## src/hw/rtl/dnsle_pkg.sv

```systemverilog
// ----------------------------------------------------------------------------
// dnsle_pkg: shared definitions of the name label encoder
// character codes, default label limit and the flush command flags
// ----------------------------------------------------------------------------
package dnsle_pkg;

  localparam int unsigned LABEL_MAX_DEF = 63;

  localparam logic [7:0] DOT_CHAR = 8'h2E;
  localparam logic [7:0] END_CHAR = 8'h00;

  // flags of one flush command handed from the front to the back
  typedef struct packed {
    logic bank;    // label buffer bank that holds the characters
    logic is_end;  // name terminator follows the label
    logic err;     // truncated label or dropped empty label
  } cmd_flags_t;

endpackage

```

## src/hw/rtl/dnsle_label_ram.sv

```systemverilog
// ----------------------------------------------------------------------------
// dnsle_label_ram: two-bank label character buffer
// one write port, two registered read ports sharing one enable
// ----------------------------------------------------------------------------
module dnsle_label_ram #(
  parameter int unsigned ADDR_W = 7
) (
  input  logic              clk,
  input  logic              we,
  input  logic [ADDR_W-1:0] waddr,
  input  logic [7:0]        wdata,
  input  logic              re,
  input  logic [ADDR_W-1:0] raddr_a,
  input  logic [ADDR_W-1:0] raddr_b,
  output logic [7:0]        rdata_a_r,
  output logic [7:0]        rdata_b_r
);

  logic [7:0] mem [2**ADDR_W];

  always_ff @(posedge clk) begin
    if (we) begin
      mem[waddr] <= wdata;
    end
  end

  always_ff @(posedge clk) begin
    if (re) begin
      rdata_a_r <= mem[raddr_a];
      rdata_b_r <= mem[raddr_b];
    end
  end

endmodule

```

## src/hw/rtl/dnsle_front.sv

```systemverilog
// ----------------------------------------------------------------------------
// dnsle_front: character intake and classification
// stores label characters, turns dots and end bytes into flush commands
// ----------------------------------------------------------------------------
module dnsle_front #(
  parameter int unsigned LABEL_MAX = dnsle_pkg::LABEL_MAX_DEF,
  parameter int unsigned LEN_W     = $clog2(LABEL_MAX + 1),
  parameter int unsigned IDX_W     = (LABEL_MAX > 1) ? $clog2(LABEL_MAX) : 1
) (
  input  logic                  clk,
  input  logic                  rst_n,
  input  logic                  in_push,
  input  logic [7:0]            in_ch,
  input  logic                  q_full,
  // label buffer write port
  output logic                  ram_we,
  output logic [IDX_W:0]        ram_waddr,
  output logic [7:0]            ram_wdata,
  // command push
  output logic                  cmd_push,
  output dnsle_pkg::cmd_flags_t cmd_flags,
  output logic [LEN_W-1:0]      cmd_len
);

  logic [LEN_W-1:0] len_r, len_nxt;
  logic             ovf_r, ovf_nxt;
  logic             bank_r, bank_nxt;
  logic             accept, is_dot, is_end, has_room;

  assign accept   = in_push && !q_full;
  assign is_dot   = (in_ch == dnsle_pkg::DOT_CHAR);
  assign is_end   = (in_ch == dnsle_pkg::END_CHAR);
  assign has_room = (len_r < LEN_W'(LABEL_MAX));

  assign ram_we    = accept && !is_dot && !is_end && has_room;
  assign ram_waddr = {bank_r, len_r[IDX_W-1:0]};
  assign ram_wdata = in_ch;

  assign cmd_push         = accept && (is_dot || is_end);
  assign cmd_flags.bank   = bank_r;
  assign cmd_flags.is_end = is_end;
  assign cmd_flags.err    = ovf_r || (is_dot && (len_r == '0));
  assign cmd_len          = len_r;

  always_comb begin
    len_nxt  = len_r;
    ovf_nxt  = ovf_r;
    bank_nxt = bank_r;
    if (cmd_push) begin
      len_nxt  = '0;
      ovf_nxt  = 1'b0;
      bank_nxt = !bank_r;
    end else if (accept) begin
      if (has_room) begin
        len_nxt = len_r + LEN_W'(1);
      end else begin
        ovf_nxt = 1'b1;
      end
    end
  end

  always_ff @(posedge clk) begin
    if (!rst_n) begin
      len_r  <= '0;
      ovf_r  <= 1'b0;
      bank_r <= 1'b0;
    end else begin
      len_r  <= len_nxt;
      ovf_r  <= ovf_nxt;
      bank_r <= bank_nxt;
    end
  end

endmodule

```

## src/hw/rtl/dnsle_cmd_queue.sv

```systemverilog
// ----------------------------------------------------------------------------
// dnsle_cmd_queue: two-entry flush command queue
// one entry per label buffer bank, head stays until the back is done with it
// ----------------------------------------------------------------------------
module dnsle_cmd_queue #(
  parameter int unsigned LEN_W = 6
) (
  input  logic                  clk,
  input  logic                  rst_n,
  input  logic                  push,
  input  dnsle_pkg::cmd_flags_t push_flags,
  input  logic [LEN_W-1:0]      push_len,
  input  logic                  pop,
  output logic                  full,
  output logic                  head_valid,
  output dnsle_pkg::cmd_flags_t head_flags,
  output logic [LEN_W-1:0]      head_len
);

  dnsle_pkg::cmd_flags_t flags_r [2];
  logic [LEN_W-1:0]      len_r [2];
  logic                  wptr_r, rptr_r;
  logic [1:0]            count_r;

  assign full       = (count_r == 2'd2);
  assign head_valid = (count_r != 2'd0);
  assign head_flags = flags_r[rptr_r];
  assign head_len   = len_r[rptr_r];

  always_ff @(posedge clk) begin
    if (push) begin
      flags_r[wptr_r] <= push_flags;
      len_r[wptr_r]   <= push_len;
    end
  end

  always_ff @(posedge clk) begin
    if (!rst_n) begin
      wptr_r  <= 1'b0;
      rptr_r  <= 1'b0;
      count_r <= 2'd0;
    end else begin
      if (push) begin
        wptr_r <= !wptr_r;
      end
      if (pop) begin
        rptr_r <= !rptr_r;
      end
      case ({push, pop})
        2'b10:   count_r <= count_r + 2'd1;
        2'b01:   count_r <= count_r - 2'd1;
        default: count_r <= count_r;
      endcase
    end
  end

endmodule

```

## src/hw/rtl/dnsle_back.sv

```systemverilog
// ----------------------------------------------------------------------------
// dnsle_back: wire byte sequencer
// walks a flush command up to two bytes a step via a read stage and output register
// ----------------------------------------------------------------------------
module dnsle_back #(
  parameter int unsigned LABEL_MAX = dnsle_pkg::LABEL_MAX_DEF,
  parameter int unsigned LEN_W     = $clog2(LABEL_MAX + 1),
  parameter int unsigned IDX_W     = (LABEL_MAX > 1) ? $clog2(LABEL_MAX) : 1
) (
  input  logic                  clk,
  input  logic                  rst_n,
  // command head
  input  logic                  q_valid,
  input  dnsle_pkg::cmd_flags_t q_flags,
  input  logic [LEN_W-1:0]      q_len,
  output logic                  q_pop,
  // label buffer read port
  output logic                  ram_re,
  output logic [IDX_W:0]        ram_raddr_a,
  output logic [IDX_W:0]        ram_raddr_b,
  input  logic [7:0]            ram_rdata_a,
  input  logic [7:0]            ram_rdata_b,
  // result channel
  input  logic                  out_pop,
  output logic                  out_empty,
  output logic [7:0]            out_byte_a,
  output logic [7:0]            out_byte_b,
  output logic [1:0]            out_byte_count,
  output logic                  out_name_end,
  output logic                  out_last,
  output logic                  out_error
);

  localparam int unsigned J_W = $clog2(LABEL_MAX / 2 + 2);
  localparam int unsigned C_W = J_W + 1 + LEN_W;

  typedef enum logic [1:0] {
    RES_EMPTY,
    RES_LABEL,
    RES_TERM
  } res_kind_t;

  logic [J_W-1:0]   j_r, j_nxt;
  logic [J_W:0]     j2, j2m1;
  logic [LEN_W-1:0] half;
  logic             label_phase, two_bytes, at_half;
  res_kind_t        kind;
  logic             last, issue;

  // read stage
  logic             s1_v_r;
  res_kind_t        s1_kind_r;
  logic             s1_first_r, s1_two_r, s1_last_r, s1_err_r;
  logic [LEN_W-1:0] s1_len_r;
  logic             s1_adv;

  // output register
  logic             out_v_r;
  logic [7:0]       byte_a_r, byte_b_r;
  logic [1:0]       count_r;
  logic             name_end_r, last_r, err_r;

  assign j2          = {j_r, 1'b0};
  assign j2m1        = j2 - (J_W + 1)'(1);
  assign half        = q_len >> 1;
  assign label_phase = (q_len != '0) && (C_W'(j_r) <= C_W'(half));
  assign two_bytes   = (C_W'(j2) < C_W'(q_len));
  assign at_half     = (C_W'(j_r) == C_W'(half));

  always_comb begin
    if (q_len == '0) begin
      kind = q_flags.is_end ? RES_TERM : RES_EMPTY;
    end else if (label_phase) begin
      kind = RES_LABEL;
    end else begin
      kind = RES_TERM;
    end
    last = (kind != RES_LABEL) || (at_half && !q_flags.is_end);
  end

  assign s1_adv = s1_v_r && (!out_v_r || out_pop);
  assign issue  = q_valid && (!s1_v_r || s1_adv);
  assign q_pop  = issue && last;

  assign ram_re      = issue;
  assign ram_raddr_a = {q_flags.bank, j2m1[IDX_W-1:0]};
  assign ram_raddr_b = {q_flags.bank, j2[IDX_W-1:0]};

  always_comb begin
    j_nxt = j_r;
    if (issue) begin
      j_nxt = last ? '0 : j_r + J_W'(1);
    end
  end

  always_ff @(posedge clk) begin
    if (issue) begin
      s1_kind_r  <= kind;
      s1_first_r <= (j_r == '0);
      s1_two_r   <= two_bytes;
      s1_last_r  <= last;
      s1_err_r   <= q_flags.err;
      s1_len_r   <= q_len;
    end
  end

  always_ff @(posedge clk) begin
    if (s1_adv) begin
      name_end_r <= (s1_kind_r == RES_TERM);
      last_r     <= s1_last_r;
      err_r      <= s1_err_r;
      unique case (s1_kind_r)
        RES_LABEL: begin
          byte_a_r <= s1_first_r ? 8'(s1_len_r) : ram_rdata_a;
          byte_b_r <= s1_two_r ? ram_rdata_b : 8'h00;
          count_r  <= s1_two_r ? 2'd2 : 2'd1;
        end
        RES_TERM: begin
          byte_a_r <= 8'h00;
          byte_b_r <= 8'h00;
          count_r  <= 2'd1;
        end
        default: begin
          byte_a_r <= 8'h00;
          byte_b_r <= 8'h00;
          count_r  <= 2'd0;
        end
      endcase
    end
  end

  always_ff @(posedge clk) begin
    if (!rst_n) begin
      j_r     <= '0;
      s1_v_r  <= 1'b0;
      out_v_r <= 1'b0;
    end else begin
      j_r <= j_nxt;
      if (issue) begin
        s1_v_r <= 1'b1;
      end else if (s1_adv) begin
        s1_v_r <= 1'b0;
      end
      if (s1_adv) begin
        out_v_r <= 1'b1;
      end else if (out_pop) begin
        out_v_r <= 1'b0;
      end
    end
  end

  assign out_empty      = !out_v_r;
  assign out_byte_a     = byte_a_r;
  assign out_byte_b     = byte_b_r;
  assign out_byte_count = count_r;
  assign out_name_end   = name_end_r;
  assign out_last       = last_r;
  assign out_error      = err_r;

endmodule

```

## src/hw/rtl/dns_name_label_encoder.sv

```systemverilog
// ----------------------------------------------------------------------------
// dns_name_label_encoder: dotted host name to wire-format label encoder
// characters in, length-prefixed labels and a zero terminator out
// ----------------------------------------------------------------------------
// usage
//   input queue: drive in_ch with in_push; a character transfers on a clock
//   edge with in_push high and in_full low. a dot closes the current label,
//   a zero byte closes the name.
//   result queue: while out_empty is low the oldest result is on the out_
//   ports; raise out_pop to take it. each result carries up to two wire bytes.
//   throughput: one character per cycle while a label buffer bank is free;
//   one result per cycle from the sequencer unless stalled; a label of
//   length L makes ceil((L+1)/2) results, plus the terminator at a name's end.
//   the two buffer banks and the two-entry command queue set this: in_full
//   rises only when two closed labels are still waiting to drain.
//   path: the first result of a dot or end byte passes the command queue,
//   the read stage and the output register, once earlier results have drained.
//   stall: with out_pop low the output register holds; the read stage and
//   then the command queue fill, and the input keeps taking characters into
//   the free bank until that bank is closed too.
//   reset: a synchronous rst_n low empties both queues and clears the label
//   count; the buffer itself needs no clearing.
// ----------------------------------------------------------------------------
module dns_name_label_encoder #(
  parameter int unsigned LABEL_MAX = dnsle_pkg::LABEL_MAX_DEF
) (
  input  logic       clk,
  input  logic       rst_n,
  // input queue
  input  logic       in_push,
  output logic       in_full,
  input  logic [7:0] in_ch,
  // result queue
  input  logic       out_pop,
  output logic       out_empty,
  output logic [7:0] out_byte_a,
  output logic [7:0] out_byte_b,
  output logic [1:0] out_byte_count,
  output logic       out_name_end,
  output logic       out_last,
  output logic       out_error
);

  // length counter and buffer index widths
  localparam int unsigned LEN_W = $clog2(LABEL_MAX + 1);
  localparam int unsigned IDX_W = (LABEL_MAX > 1) ? $clog2(LABEL_MAX) : 1;

  // front to queue
  logic                  q_full;
  logic                  cmd_push;
  dnsle_pkg::cmd_flags_t cmd_flags;
  logic [LEN_W-1:0]      cmd_len;

  // queue to back
  logic                  q_valid;
  logic                  q_pop;
  dnsle_pkg::cmd_flags_t head_flags;
  logic [LEN_W-1:0]      head_len;

  // label buffer ports, address is {bank, index}
  logic                  ram_we;
  logic [IDX_W:0]        ram_waddr;
  logic [7:0]            ram_wdata;
  logic                  ram_re;
  logic [IDX_W:0]        ram_raddr_a;
  logic [IDX_W:0]        ram_raddr_b;
  logic [7:0]            ram_rdata_a;
  logic [7:0]            ram_rdata_b;

  // one queue entry per bank, so a full queue means the write bank is busy
  assign in_full = q_full;

  dnsle_front #(
    .LABEL_MAX (LABEL_MAX),
    .LEN_W     (LEN_W),
    .IDX_W     (IDX_W)
  ) u_front (
    .clk       (clk),
    .rst_n     (rst_n),
    .in_push   (in_push),
    .in_ch     (in_ch),
    .q_full    (q_full),
    .ram_we    (ram_we),
    .ram_waddr (ram_waddr),
    .ram_wdata (ram_wdata),
    .cmd_push  (cmd_push),
    .cmd_flags (cmd_flags),
    .cmd_len   (cmd_len)
  );

  dnsle_cmd_queue #(
    .LEN_W (LEN_W)
  ) u_queue (
    .clk        (clk),
    .rst_n      (rst_n),
    .push       (cmd_push),
    .push_flags (cmd_flags),
    .push_len   (cmd_len),
    .pop        (q_pop),
    .full       (q_full),
    .head_valid (q_valid),
    .head_flags (head_flags),
    .head_len   (head_len)
  );

  dnsle_label_ram #(
    .ADDR_W (IDX_W + 1)
  ) u_ram (
    .clk       (clk),
    .we        (ram_we),
    .waddr     (ram_waddr),
    .wdata     (ram_wdata),
    .re        (ram_re),
    .raddr_a   (ram_raddr_a),
    .raddr_b   (ram_raddr_b),
    .rdata_a_r (ram_rdata_a),
    .rdata_b_r (ram_rdata_b)
  );

  dnsle_back #(
    .LABEL_MAX (LABEL_MAX),
    .LEN_W     (LEN_W),
    .IDX_W     (IDX_W)
  ) u_back (
    .clk            (clk),
    .rst_n          (rst_n),
    .q_valid        (q_valid),
    .q_flags        (head_flags),
    .q_len          (head_len),
    .q_pop          (q_pop),
    .ram_re         (ram_re),
    .ram_raddr_a    (ram_raddr_a),
    .ram_raddr_b    (ram_raddr_b),
    .ram_rdata_a    (ram_rdata_a),
    .ram_rdata_b    (ram_rdata_b),
    .out_pop        (out_pop),
    .out_empty      (out_empty),
    .out_byte_a     (out_byte_a),
    .out_byte_b     (out_byte_b),
    .out_byte_count (out_byte_count),
    .out_name_end   (out_name_end),
    .out_last       (out_last),
    .out_error      (out_error)
  );

endmodule

```

## config.mk

```make
export PLATFORM = sky130hd
export DESIGN_NAME = dns_name_label_encoder
export DESIGN_NICKNAME = d
export VERILOG_FILES = /design/src/hw/rtl/dnsle_pkg.sv /design/src/hw/rtl/dnsle_label_ram.sv /design/src/hw/rtl/dnsle_front.sv /design/src/hw/rtl/dnsle_cmd_queue.sv /design/src/hw/rtl/dnsle_back.sv /design/src/hw/rtl/dns_name_label_encoder.sv
export SDC_FILE = /design/constraint.sdc
export NUM_CORES = 1
export LEC_CHECK = 0
export ABC_AREA = 1
export BUFFER_PORTS_ARGS = -buffer_cell sky130_fd_sc_hd__buf_2
export CELL_PAD_IN_SITES_DETAIL_PLACEMENT = 0
export CELL_PAD_IN_SITES_GLOBAL_PLACEMENT = 1
export CORE_MARGIN = 2
export CORE_UTILIZATION = 48
export CTS_BUF_LIST = sky130_fd_sc_hd__clkbuf_8
export DETAILED_ROUTE_END_ITERATION = 10
export PLACE_DENSITY = 0.83
export SKIP_LAST_GASP = 1
export SLEW_MARGIN = 20
export SYNTH_ARGS = -nofsm -noshare
export SYNTH_HDL_FRONTEND = slang
export SYNTH_SLANG_ARGS = --single-unit
```

## constraint.sdc

```tcl
create_clock -name clk -period 2.7 [get_ports clk]
set_clock_uncertainty 0.1 [all_clocks]
set_input_delay 0.27 -clock clk [delete_from_list [all_inputs] [get_ports clk]]
set_output_delay 0.27 -clock clk [all_outputs]
set_load 0.03 [all_outputs]
```

# After elaboration in Yosys (flattened, before gate mapping)
# Memory sizes are Yosys's and may differ from the RTL's. A register that Yosys moved wholly into a read port is not among the register bits.
# Index checks and enable logic that the tools add are counted.
classes:
  n_eq_ne: 8
  addsub: 5
  n_mux: 20
  bitwise: 3
  n_reduce_logical: 39
  magnitude_cmp: 3
ops:
  columns: ["op", "count"]
  rows:
  - ["$logic_not 6->1", 3]
  - ["$add 6x1->6 const B", 2]
  - ["$mux 1", 12]
  - ["$mux 6", 2]
  - ["$logic_and 1x1->1", 11]
  - ["$logic_not 1->1", 9]
  - ["$eq 8x6->1 const B", 1]
  - ["$logic_not 8->1", 1]
  - ["$mux 2", 4]
  - ["$pmux 2 s2", 2]
  - ["$reduce_bool 2->1", 4]
  - ["$lt 7x6->1", 1]
  - ["$eq 2x2->1 const B", 3]
  - ["$eq 6x5->1", 1]
  - ["$le 6x5->1", 1]
  - ["$lt 6x6->1 const B", 1]
  - ["$reduce_and 2->1", 3]
  - ["$reduce_bool 6->1", 1]
  - ["$sub 6x1->6 const B", 1]
  - ["$logic_or 1x1->1", 5]
  - ["$eq 2x1->1 const B", 2]
  - ["$reduce_or 2->1", 2]
  - ["$not 1->1", 3]
  - ["$add 2x1->2 const B", 1]
  - ["2 further kinds", 2]
word_totals:
  reg_bits: 53
  wordCells: 103
  mem_bits_rw: 1042
  inputBits: 12
  out_inout_bits: 23
  n_memories: 3
memory_table:
  columns: ["memory", "depth", "word_bits", "read_ports", "rd_ports_with_merged_regs", "wr", "line", "source"]
  rows:
  - ["u_ram.mem", 128, 8, 2, 2, 1, "dnsle_label_ram.sv:19", "logic [7:0] mem [2**ADDR_W];"]
  - ["u_queue.len_r", 2, 6, 1, 1, 1, "dnsle_cmd_queue.sv:21", "logic [LEN_W-1:0] len_r [2];"]
  - ["u_queue.flags_r", 2, 3, 1, 1, 1, "dnsle_cmd_queue.sv:20", "dnsle_pkg::cmd_flags_t flags_r [2];"]

# Logic depth before layout (Yosys ltp)
# Gate-level depths: netlist (run 1).
logic_depth:
  word_depth: 9
  ltp_mapped: 19
  mapped_depth_nobuf: 18

# Cells and area by module
# Synthesis (run 1) repeated with hierarchy kept, for this count alone.
hier_totals:
  cells_unflattened: 6306
  hier_area_um2: 56799.5
modules_own_cells:
  columns: ["module", "area_each_um2", "cells_each", "n_inst", "seq_area_each_um2"]
  rows:
  - ["dnsle_label_ram", 53154.7, 5932, 1, 31230.0]
  - ["dnsle_back", 2034.5, 197, 1, 1151.1]
  - ["dnsle_cmd_queue", 913.4, 63, 1, 640.6]
  - ["dnsle_front", 696.9, 114, 1, 160.2]

# Least setup slack after synthesis (run 1)
# Ideal clock, no wire load.
synth_timing:
  kind: "flip-flop to flip-flop"
  startpoint: "register u_back.j_r[0]"
  endpoint: "register u_ram.rdata_a_r[1] (read register of u_ram.mem), data pin"
  period_less_slack_ns: 2.733
  required_time_ns: 2.469
  path_buffers: 8
  arrival_ns: 2.501
  setup_slack_ns: -0.033
  path_stages_with_launch: 18
  setup_ns: 0.131
  cell_sequence: "dfxtp_1 -> buf_4 -> inv_2 -> buf_6 -> buf_6 -> buf_6 -> buf_2 -> ha_1 -> buf_2 -> inv_2 -> clkbuf_1 -> clkbuf_1 -> nand2_1 -> nand3_1 -> nand3_1 -> nand3_1 -> nand3_1 -> nand2_1"
synth_between:
  elab_chain_cells: 1
synth_lines:
  columns: ["item", "line", "source"]
  rows:
  - ["start, declared", "dnsle_back.sv:43", "logic [J_W-1:0] j_r, j_nxt;"]
  - ["start signal, assigned", "dnsle_back.sv:138", "j_r <= j_nxt;"]
  - ["$sub 6x1->6", "dnsle_back.sv:64", "assign j2m1 = j2 - (J_W + 1)'(1);"]
  - ["end, declared", "dnsle_label_ram.sv:15", "output logic [7:0] rdata_a_r,"]
# No other way between the ends.
# A chain may end at the register's enable or synchronous reset.

# Worst setup path in the final report (run 1)
layout_timing:
  startpoint: "register u_front.len_r[0], in the netlist u_front.cmd_len[0]"
  endpoint: "memory u_ram.mem[48][2], enable pin"
layout_between:
  elab_chain_cells: 4
layout_lines:
  columns: ["item", "line", "source"]
  rows:
  - ["start, declared", "dnsle_front.sv:25", "logic [LEN_W-1:0] len_r, len_nxt;"]
  - ["start signal, assigned", "dnsle_front.sv:68", "len_r <= len_nxt;"]
  - ["$lt 6x6->1", "dnsle_front.sv:33", "assign has_room = (len_r < LEN_W'(LABEL_MAX));"]
  - ["$logic_and 1x1->1", "dnsle_front.sv:35", "assign ram_we = accept && !is_dot && !is_end && has_room;"]
  - ["$mux 1", "dnsle_label_ram.sv:22", "if (we) begin"]
  - ["$mux 1 (implied by the code)", "dnsle_label_ram.sv:23", "mem[waddr] <= wdata;"]
  - ["end, declared", "dnsle_label_ram.sv:19", null]
# Several ways; a longest one is shown, not always the timed one.

==> results of run 1 <==
## sequential cells by signal (all words and copies together), names as in the netlist, 2 cells and up, named ones only
signal and cells:
u_back.out_byte_a 8, u_ram.rdata_a_r 8, u_queue.flags_r 6, u_ram.rdata_b_r 8, u_ram.mem 1024, u_back.out_byte_count 2
u_queue.len_r 12, u_back.s1_kind_r 2, u_back.j_r 6, u_back.s1_len_r 6, u_back.out_byte_b 8, u_front.cmd_len 6
u_queue.count_r 2
## worst max-delay path: stages (launching register included)
cell,delay (ns)
dfxtp_1,0.32
ha_1,0.20
nand3_1,0.12
o21ai_2,0.12
nor2_1,0.30
nand4_2,0.17
buf_12,0.22
nor2_1,0.62
## power by group through the flow
| stage | Clock, W | Sequential [W] | Combinational, W |
|---|---|---|---|
| 6_report | 0.0129 | 0.0190 | 0.000714 |
| 5_1_grt | 0.0138 | 0.0190 | 0.000764 |
| 4_1_cts | 0.0131 | 0.0190 | 0.000712 |
| 3_5_place_dp | 0 | 0.0193 | 0.000697 |
| 3_3_place_gp | 0 | 0.0193 | 0.000686 |
| 2_1_floorplan | 0 | 0.0193 | 0.000204 |
## worst max path at each step
stage / end / slack [ns] / depth (start not counted)
final: u_ram.mem[48][2] / 0.15 / 7
after global routing: u_queue.count_r[1] / 0.0007 / 18
after CTS: u_ram.mem[94][6] / 0.01 / 8
after detailed placement: u_ram.mem[92][4] / -0.05 / 9
after global placement: u_ram.mem[39][7] / -0.14 / 7
after floorplan: u_ram.rdata_a_r[3] / 0.007 / 14
## cells by family after synthesis
family	after synthesis	synth area share, %
and+or+nand+nor	2233	19.60
DFF	1112	71.36
buffers and inverters	562	5.019
AOI/OAI and AO/OA	307	3.423
adders and majority gates	13	0.3498
xor gates and xnor gates	9	0.2422
## Yosys cell counts
cell type	number
xor2_1	6
buf_1	14
edfxtp_1	1091
a211oi_1	1
nand4_2	3
inv_1	333
o21ai_0	210
nor3_1	37
a21boi_0	1
nor2_4	2
or2_2	1
inv_2	6
clkinv_1	1
o211ai_1	16
o21bai_1	1
a41oi_1	1
a21oi_1	46
nor2_2	2
xor2_2	1
nand4_1	6
buf_6	7
ha_1	13
nor2_1	688
nand2_1	998
xnor2_2	1
clkbuf_1	86
and3_1	2
nand3_1	494
buf_2	104
xor2_4	1
o21ai_1	30
buf_4	11
o21ai_2	1
dfxtp_1	21
## through the flow
| step | setup slack, ns | cell area (µm²) | cells | utilization [%] |
|---|---|---|---|---|
| floorplan | 0.007121 | 46500 | 4236 | - |
| detailed placement | -0.05079 | 48790 | 5471 | 50.67 |
| global placement | -0.1413 | 48760 | 5470 | 50.64 |
| finish | 0.1498 | 52160 | 5807 | 54.17 |
| global route | 0.0006544 | 52160 | 5806 | 54.17 |
| CTS | 0.01432 | 52050 | 5805 | 54.06 |
## timing repair
action | in CTS | in global routing
endpoints found under the setup margin | 0 | 3
gates resized for setup | 0 | 13
hold buffers | 13 | 0
endpoints found under the hold margin | 285 | 0
## cell type report
type	count	area, µm²	share of cell area, %
clock inverters	145	705.7	1.353
inverters	340	1290	2.473
diodes	2	5.005	0.009596
repair buffers	194	1803	3.457
well taps	1276	1597	3.061
multi-input cells	2562	11140	21.36
flip-flops and latches	1112	33190	63.64
clock buffers	176	2422	4.644
## layer usage
metal	wire length (µm)	GRT usage, %
met3	9402	4.282
met5	0	0
met4	2942	7.435
met2	54410	37.31
met1	48920	32.49
==> key figures, run 1 <==
Clock network
  – CTS Sinks: 1112
  – Number of setup buffers added after CTS: 0
  – Clock transition at path regs: 0.07 ns
  – CTS tree: yes
  – Clk Latency, worst-skew pair: 0.86 ns
  – CTS buffer count: 175
  – CTS Root Buffer Type: clkbuf_8
  – CTS Buffer Depth: 3
  – Htree depth: 4

STA
  – Endpoints failing hold: 0
  – Setup violators final: 0
  – Final Max Tran Viols: 0
  – Slew HR: 26.71%
  – Final Cycle Share: 94.45%
  – Fin crit period: 2.550 ns
  – Tightest Pin Transition: 1.091 ns
  – Hold slack final: 0.08551 ns
  – RSZ-0062 raised after global routing: false
  – Setup TNS: 0 ns
  – Max Freq: 0.3921 GHz

Hold path
  – Hold Crit Class: input pin to flip-flop
  – Hold Crit Start: in_ch[5]
  – Hold Path Cell Cnt: 2
  – WHS Endpoint: u_ram.mem[91][5]

Logic synthesis
  – Library cells used by synthesis: 34
  – Synthesized flop and latch total: 1112
  – Syn Area/Cell: 10.98 µm²
  – Cells after Synth: 4236
  – Mapped Area: 46500 µm²
  – Cell taking the most area after synthesis: edfxtp_1
  – Total number of yosys warnings: 0
  – Register area share after synthesis: 71.36%
  – Post-synth top area share: 70.46%
  – Syn_nets: 4261
  – Most area-consuming cells after synthesis: edfxtp_1 (70%), nand2_1 (8.1%), nor2_1 (5.6%)

Die
  – Initial Utilization: 48.29%
  – DIE AREA: 99370 µm²
  – IO Count: 35
  – Chip height: 315.2 µm
  – Std cell rows: 114
  – Die X: 315.2 µm
  – Core area: 96280 µm²

Power
  – Pwr dens: 623.8 nW/µm²
  – Leakage power: 19.79 nW
  – P_sw: 0.007200 W
  – Int Power: 0.02534 W
  – Worst vdd ir: 536.0 µV
  – Switching share of power: 22.13%
  – Total power: 0.03254 W
  – Combinational Power Share: 2.2%
  – Clock power frac: 39.5%
  – Reg power frac: 58.3%

Setup path
  – Arrival time at the worst endpoint: 2.92 ns
  – Max FO, Critical Path: 16
  – R2r startpoint: u_front.cmd_len[0]
  – FF-to-FF path depth: 7
  – Critical Path RT: 3.07 ns
  – Crit path kind: flip-flop to flip-flop
  – Reg2reg setup slack: 0.15 ns
  – R2R Path End: u_ram.mem[48][2]
  – Setup crit start: u_front.cmd_len[0]
  – Critical path endpoint category: flip-flop
  – CP Launch Type: flip-flop

Detailed routing
  – Pre-antenna DRT Iters: 6
  – Via density: 5.278
  – DRT iter0 DRCs: 3440
  – Vias: 30650
  – Total wire length: 115.7 mm
  – ANT nets after route: 0
  – DRC violations left: 0
  – WL per Instance: 19.92 µm

Global route
  – Largest net degree at the start of global routing: 129
  – Grt total ovfl: 0
  – Antenna violations before repair: 4
  – Vias in the first global route: 29470
  – Total GRT Usage: 23.33%
  – First-pass GRT wire length: 175.1 mm

Finish
  – Commonest non-fill, non-tap cell in the layout: edfxtp_1
  – Area added between synthesis and finish: 12.17%
  – Fraction of layout cells with a size suffix above 1: 9.870%
  – Fillers: 8155
  – Commonest cells after routing, fill and taps aside: edfxtp_1 (1091), nand2_1 (995), nor2_1 (686), nand3_1 (493), inv_1 (384)
  – Nets: 4410

Placed design
  – Placer Congestion: 0.8765
  – I/O Buffers: 34
  – DP Wirelength: 67.92 mm

Status
  – Result of the run: completed

Run
  – Max Cap Viol: 0
No activity file was read; power rests on OpenSTA's default activity.
==> run 2, diff against run 1 <==
--- a/config.mk
+++ b/config.mk
@@ -10,10 +10,10 @@
 export CELL_PAD_IN_SITES_DETAIL_PLACEMENT = 0
 export CELL_PAD_IN_SITES_GLOBAL_PLACEMENT = 1
 export CORE_MARGIN = 2
-export CORE_UTILIZATION = 48
+export CORE_UTILIZATION = 53
 export CTS_BUF_LIST = sky130_fd_sc_hd__clkbuf_8
 export DETAILED_ROUTE_END_ITERATION = 10
-export PLACE_DENSITY = 0.83
+export PLACE_DENSITY = 0.87
 export SKIP_LAST_GASP = 1
 export SLEW_MARGIN = 20
 export SYNTH_ARGS = -nofsm -noshare
==> constraint.sdc (replaced) <==
create_clock -name clk -period 2.5 [get_ports clk]
set_clock_uncertainty 0.1 [all_clocks]
set_input_delay 0.25 -clock clk [delete_from_list [all_inputs] [get_ports clk]]
set_output_delay 0.25 -clock clk [all_outputs]
set_load 0.03 [all_outputs]
==> run 2 against run 1 <==
Effect of this change: setup slack got worse by 0.058 ns; via count increased by 2.3%; power increased by 8.6%; utilization increased by 7.1 points; fmax increased by 5.9%; non-clock buffer count increased by 122; final cell count decreased by 0.17%; hold slack improved by 0.047 ns; sequential power increased by 8%; critical path depth increased by 4; first-iteration DRC count decreased by 0.70%; count of clock-buffer cells in the layout increased by 4; critical path type unchanged.
==> key figures, run 2 (synthesis gave the netlist of run 1 again) <==
Clock network
  – CTS Root Buffer Type: clkbuf_8
  – CTS Buffer Depth: 3 (unchanged)
  – Htree depth: 4 (unchanged)
  – Clk Latency, worst-skew pair: 0.84 ns (-0.02 ns)
  – CTS tree: yes
  – Number of setup buffers added after CTS: 0 (unchanged)
  – CTS buffer count: 175 (unchanged)
  – CTS Sinks: 1112 (unchanged)
  – Clock transition at path regs: 0.06 ns (about the same)

Placed design
  – I/O Buffers: 34 (unchanged)
  – Placer Congestion: 0.8524 (-2.7%)
  – Placed cells: 5470 (-0.018%)
  – DP Wirelength: 69.85 mm (+2.8%)

Setup path
  – FF-to-FF path depth: 11 (+4)
  – R2r startpoint: u_back.j_r[1]
  – Setup crit start: u_back.j_r[1]
  – Critical path endpoint category: flip-flop
  – Crit-path slowest cell: dfxtp_4
  – Max FO, Critical Path: 27 (+11)
  – CP Launch Type: flip-flop
  – Arrival time at the worst endpoint: 2.88 ns (-0.04 ns)
  – Reg2reg setup slack: 0.09 ns (-0.06 ns)
  – Critical Path Most Common Cell: nand3_1
  – CP cell instances: clkinv_2 -> ha_4 -> inv_6 -> buf_12 -> nor2_1 -> o21ai_0 -> nand3_1 -> nand3_1 -> nand3_1 -> nand3_1 -> nand2_1
  – Slowest stage delay, CP: 0.37 ns (-0.25 ns)
  – Worst setup endpoint: u_ram.rdata_a_r[0]
  – Crit path kind: flip-flop to flip-flop
  – R2R Path End: u_ram.rdata_a_r[0]
  – Critical Path RT: 2.97 ns (-0.10 ns)

Finish
  – Final Instance Count excl. Fillers: 5797 (-0.17%)
  – Fraction of layout cells with a size suffix above 1: 12.91% (+3.0 points)
  – Commonest cells after routing, fill and taps aside: edfxtp_1 (1091), nand2_1 (995), nor2_1 (645), nand3_1 (493), inv_1 (379)
  – Area added between synthesis and finish: 14.55%
  – Nets: 4532 (+2.8%)
  – Final core utilization: 61.30% (+7.1 points)
  – Largest register FFs: 1024 (unchanged)
  – Top Registers: u_ram.mem x1024, u_queue.len_r x12
  – Commonest non-fill, non-tap cell in the layout: edfxtp_1
  – Fillers: 6854 (-16%)
  – Largest reg by FF count: u_ram.mem

Power
  – Clock power frac: 39.7% (+0.2 points)
  – Reg power frac: 58.0% (-0.3 points)
  – Switching share of power: 21.42% (-0.71 points)
  – Combinational Power Share: 2.3% (about the same)
  – Worst vdd ir: 486.5 µV (-9.2%)
  – Int Power: 0.02776 W (+9.5%)
  – Leakage power: 20.49 nW (+3.5%)
  – Pwr dens: 663.1 nW/µm² (+6.3%)
  – P_sw: 0.007564 W (+5.1%)

STA
  – Tightest Pin Transition: 1.029 ns (-0.06221 ns)
  – Setup violators final: 0 (unchanged)
  – Slew HR: 31.41% (+4.7 points)
  – Fin crit period: 2.409 ns (-0.1416 ns)
  – Final Cycle Share: 96.34% (+1.9 points)
  – Max Freq: 0.4152 GHz (+5.9%)
  – Endpoints failing hold: 0 (unchanged)
  – Final Max Tran Viols: 0 (unchanged)
  – RSZ-0062 raised after global routing: true

Detailed routing
  – DRC violations left: 0 (unchanged)
  – Pre-antenna DRT Iters: 7 (+1)
  – WL per Instance: 20.17 µm (+1.2%)
  – DRT iter0 DRCs: 3416 (-0.70%)
  – ANT nets after route: 0 (unchanged)
  – Vias: 31370 (+2.3%)
  – Total wire length: 116.9 mm (+1.1%)
  – Via density: 5.411 (+2.5%)

Die
  – IO Count: 35 (unchanged)
  – Chip height: 300.2 µm (-4.8%)
  – Die X: 300.2 µm (-4.8%)
  – Initial Utilization: 53.51% (+5.2 points)
  – DIE AREA: 90120 µm² (-9.3%)
  – Std cell rows: 108 (-5.3%)
  – Core area: 86890 µm² (-9.8%)

Status
  – Result of the run: completed

Global route
  – Antenna violations before repair: 4 (unchanged)
  – Total GRT Usage: 26.13% (+2.8 points)
  – Vias in the first global route: 30330 (+2.9%)
  – Grt total ovfl: 0 (unchanged)
  – Largest net degree at the start of global routing: 129 (unchanged)
  – First-pass GRT wire length: 177.8 mm (+1.5%)

Run
  – Max Cap Viol: 0 (unchanged)

Hold path
  – Hold Crit Class: input pin to flip-flop
[run 2: power groups by stage]
| stage | registers, W | logic (W) | clock network, W |
|---|---|---|---|
| global route | 0.0205 | 0.000874 | 0.0150 |
| floorplan | 0.0209 | 0.000224 | 0 |
| CTS | 0.0205 | 0.000807 | 0.0142 |
| finish | 0.0205 | 0.000823 | 0.0140 |
| global placement | 0.0209 | 0.000775 | 0 |
| detailed placement | 0.0209 | 0.000787 | 0 |
[run 2: what timing repair did]
| action | CTS | global route |
|---|---|---|
| setup endpoints to repair | 282 | 306 |
| pin swaps | 0 | 1 |
| gates resized for setup | 37 | 27 |
| hold buffers | 13 | 0 |
| hold endpoints to repair | 348 | 0 |
| cloned | 0 | 1 |
[run 2: worst min-delay path by stage]
stage,start,slack [ns],to,cells past startpoint
global route,in_ch[5],0.11,u_ram.mem[95][5],2
floorplan,in_ch[0],0.25,u_ram.mem[0][0],0
detailed placement,u_back.s1_last_r,0.33,u_back.out_last,0
global placement,u_back.s1_last_r,0.32,u_back.out_last,0
CTS,in_ch[5],0.05,u_ram.mem[95][5],2
finish,in_ch[5],0.13,u_ram.mem[95][5],2
[run 2: layer usage]
layer | global-route usage [%] | wire length, µm | up-vias | share of wire (%)
li1 | - | - | 14870 | -
met1 | 35.60 | 47250 | 14870 | 40
met2 | 42.33 | 56010 | 1393 | 48
met3 | 4.379 | 9881 | 235 | 8.5
met4 | 10.19 | 3748 | 2 | 3.2
met5 | 0 | 13 | - | 0.011
[run 2: worst max-delay path, delay by kind of cell (launching register included)]
| kind | cells | cell delay, ns |
|---|---|---|
| AOI/OAI and AO/OA | 1 | 0.09 |
| adders and majority gates | 1 | 0.26 |
| buffers and inverters | 3 | 0.52 |
| DFF | 1 | 0.37 |
| and+or+nand+nor | 6 | 0.77 |
[run 2: per-stage QoR]
stage               hold slack, ns  total power [W]  area, µm²  worst slack, ns  setup TNS [ns]
floorplan                   0.2489          0.02111      46600       -0.0003750      -0.0006908
global placement            0.3230          0.02165      49690          -0.2696          -10.93
detailed placement          0.3271          0.02167      49730          -0.1316          -9.340
CTS                        0.05088          0.03549      53100         -0.01944         -0.4565
global route                0.1064          0.03634      53260          -0.1105         -0.1387
finish                      0.1320          0.03532      53260          0.09141               0
[run 2: layout make-up]
cell class	instances	area, µm²	share of cell area (%)
clock buffers	180	2477	4.651
inverters	340	1290	2.422
clock inverters	129	666.9	1.252
well taps	1155	1445	2.713
diodes	3	7.507	0.01409
repair buffers	316	2944	5.527
multi-input cells	2562	11240	21.10
flip-flops and latches	1112	33190	62.32
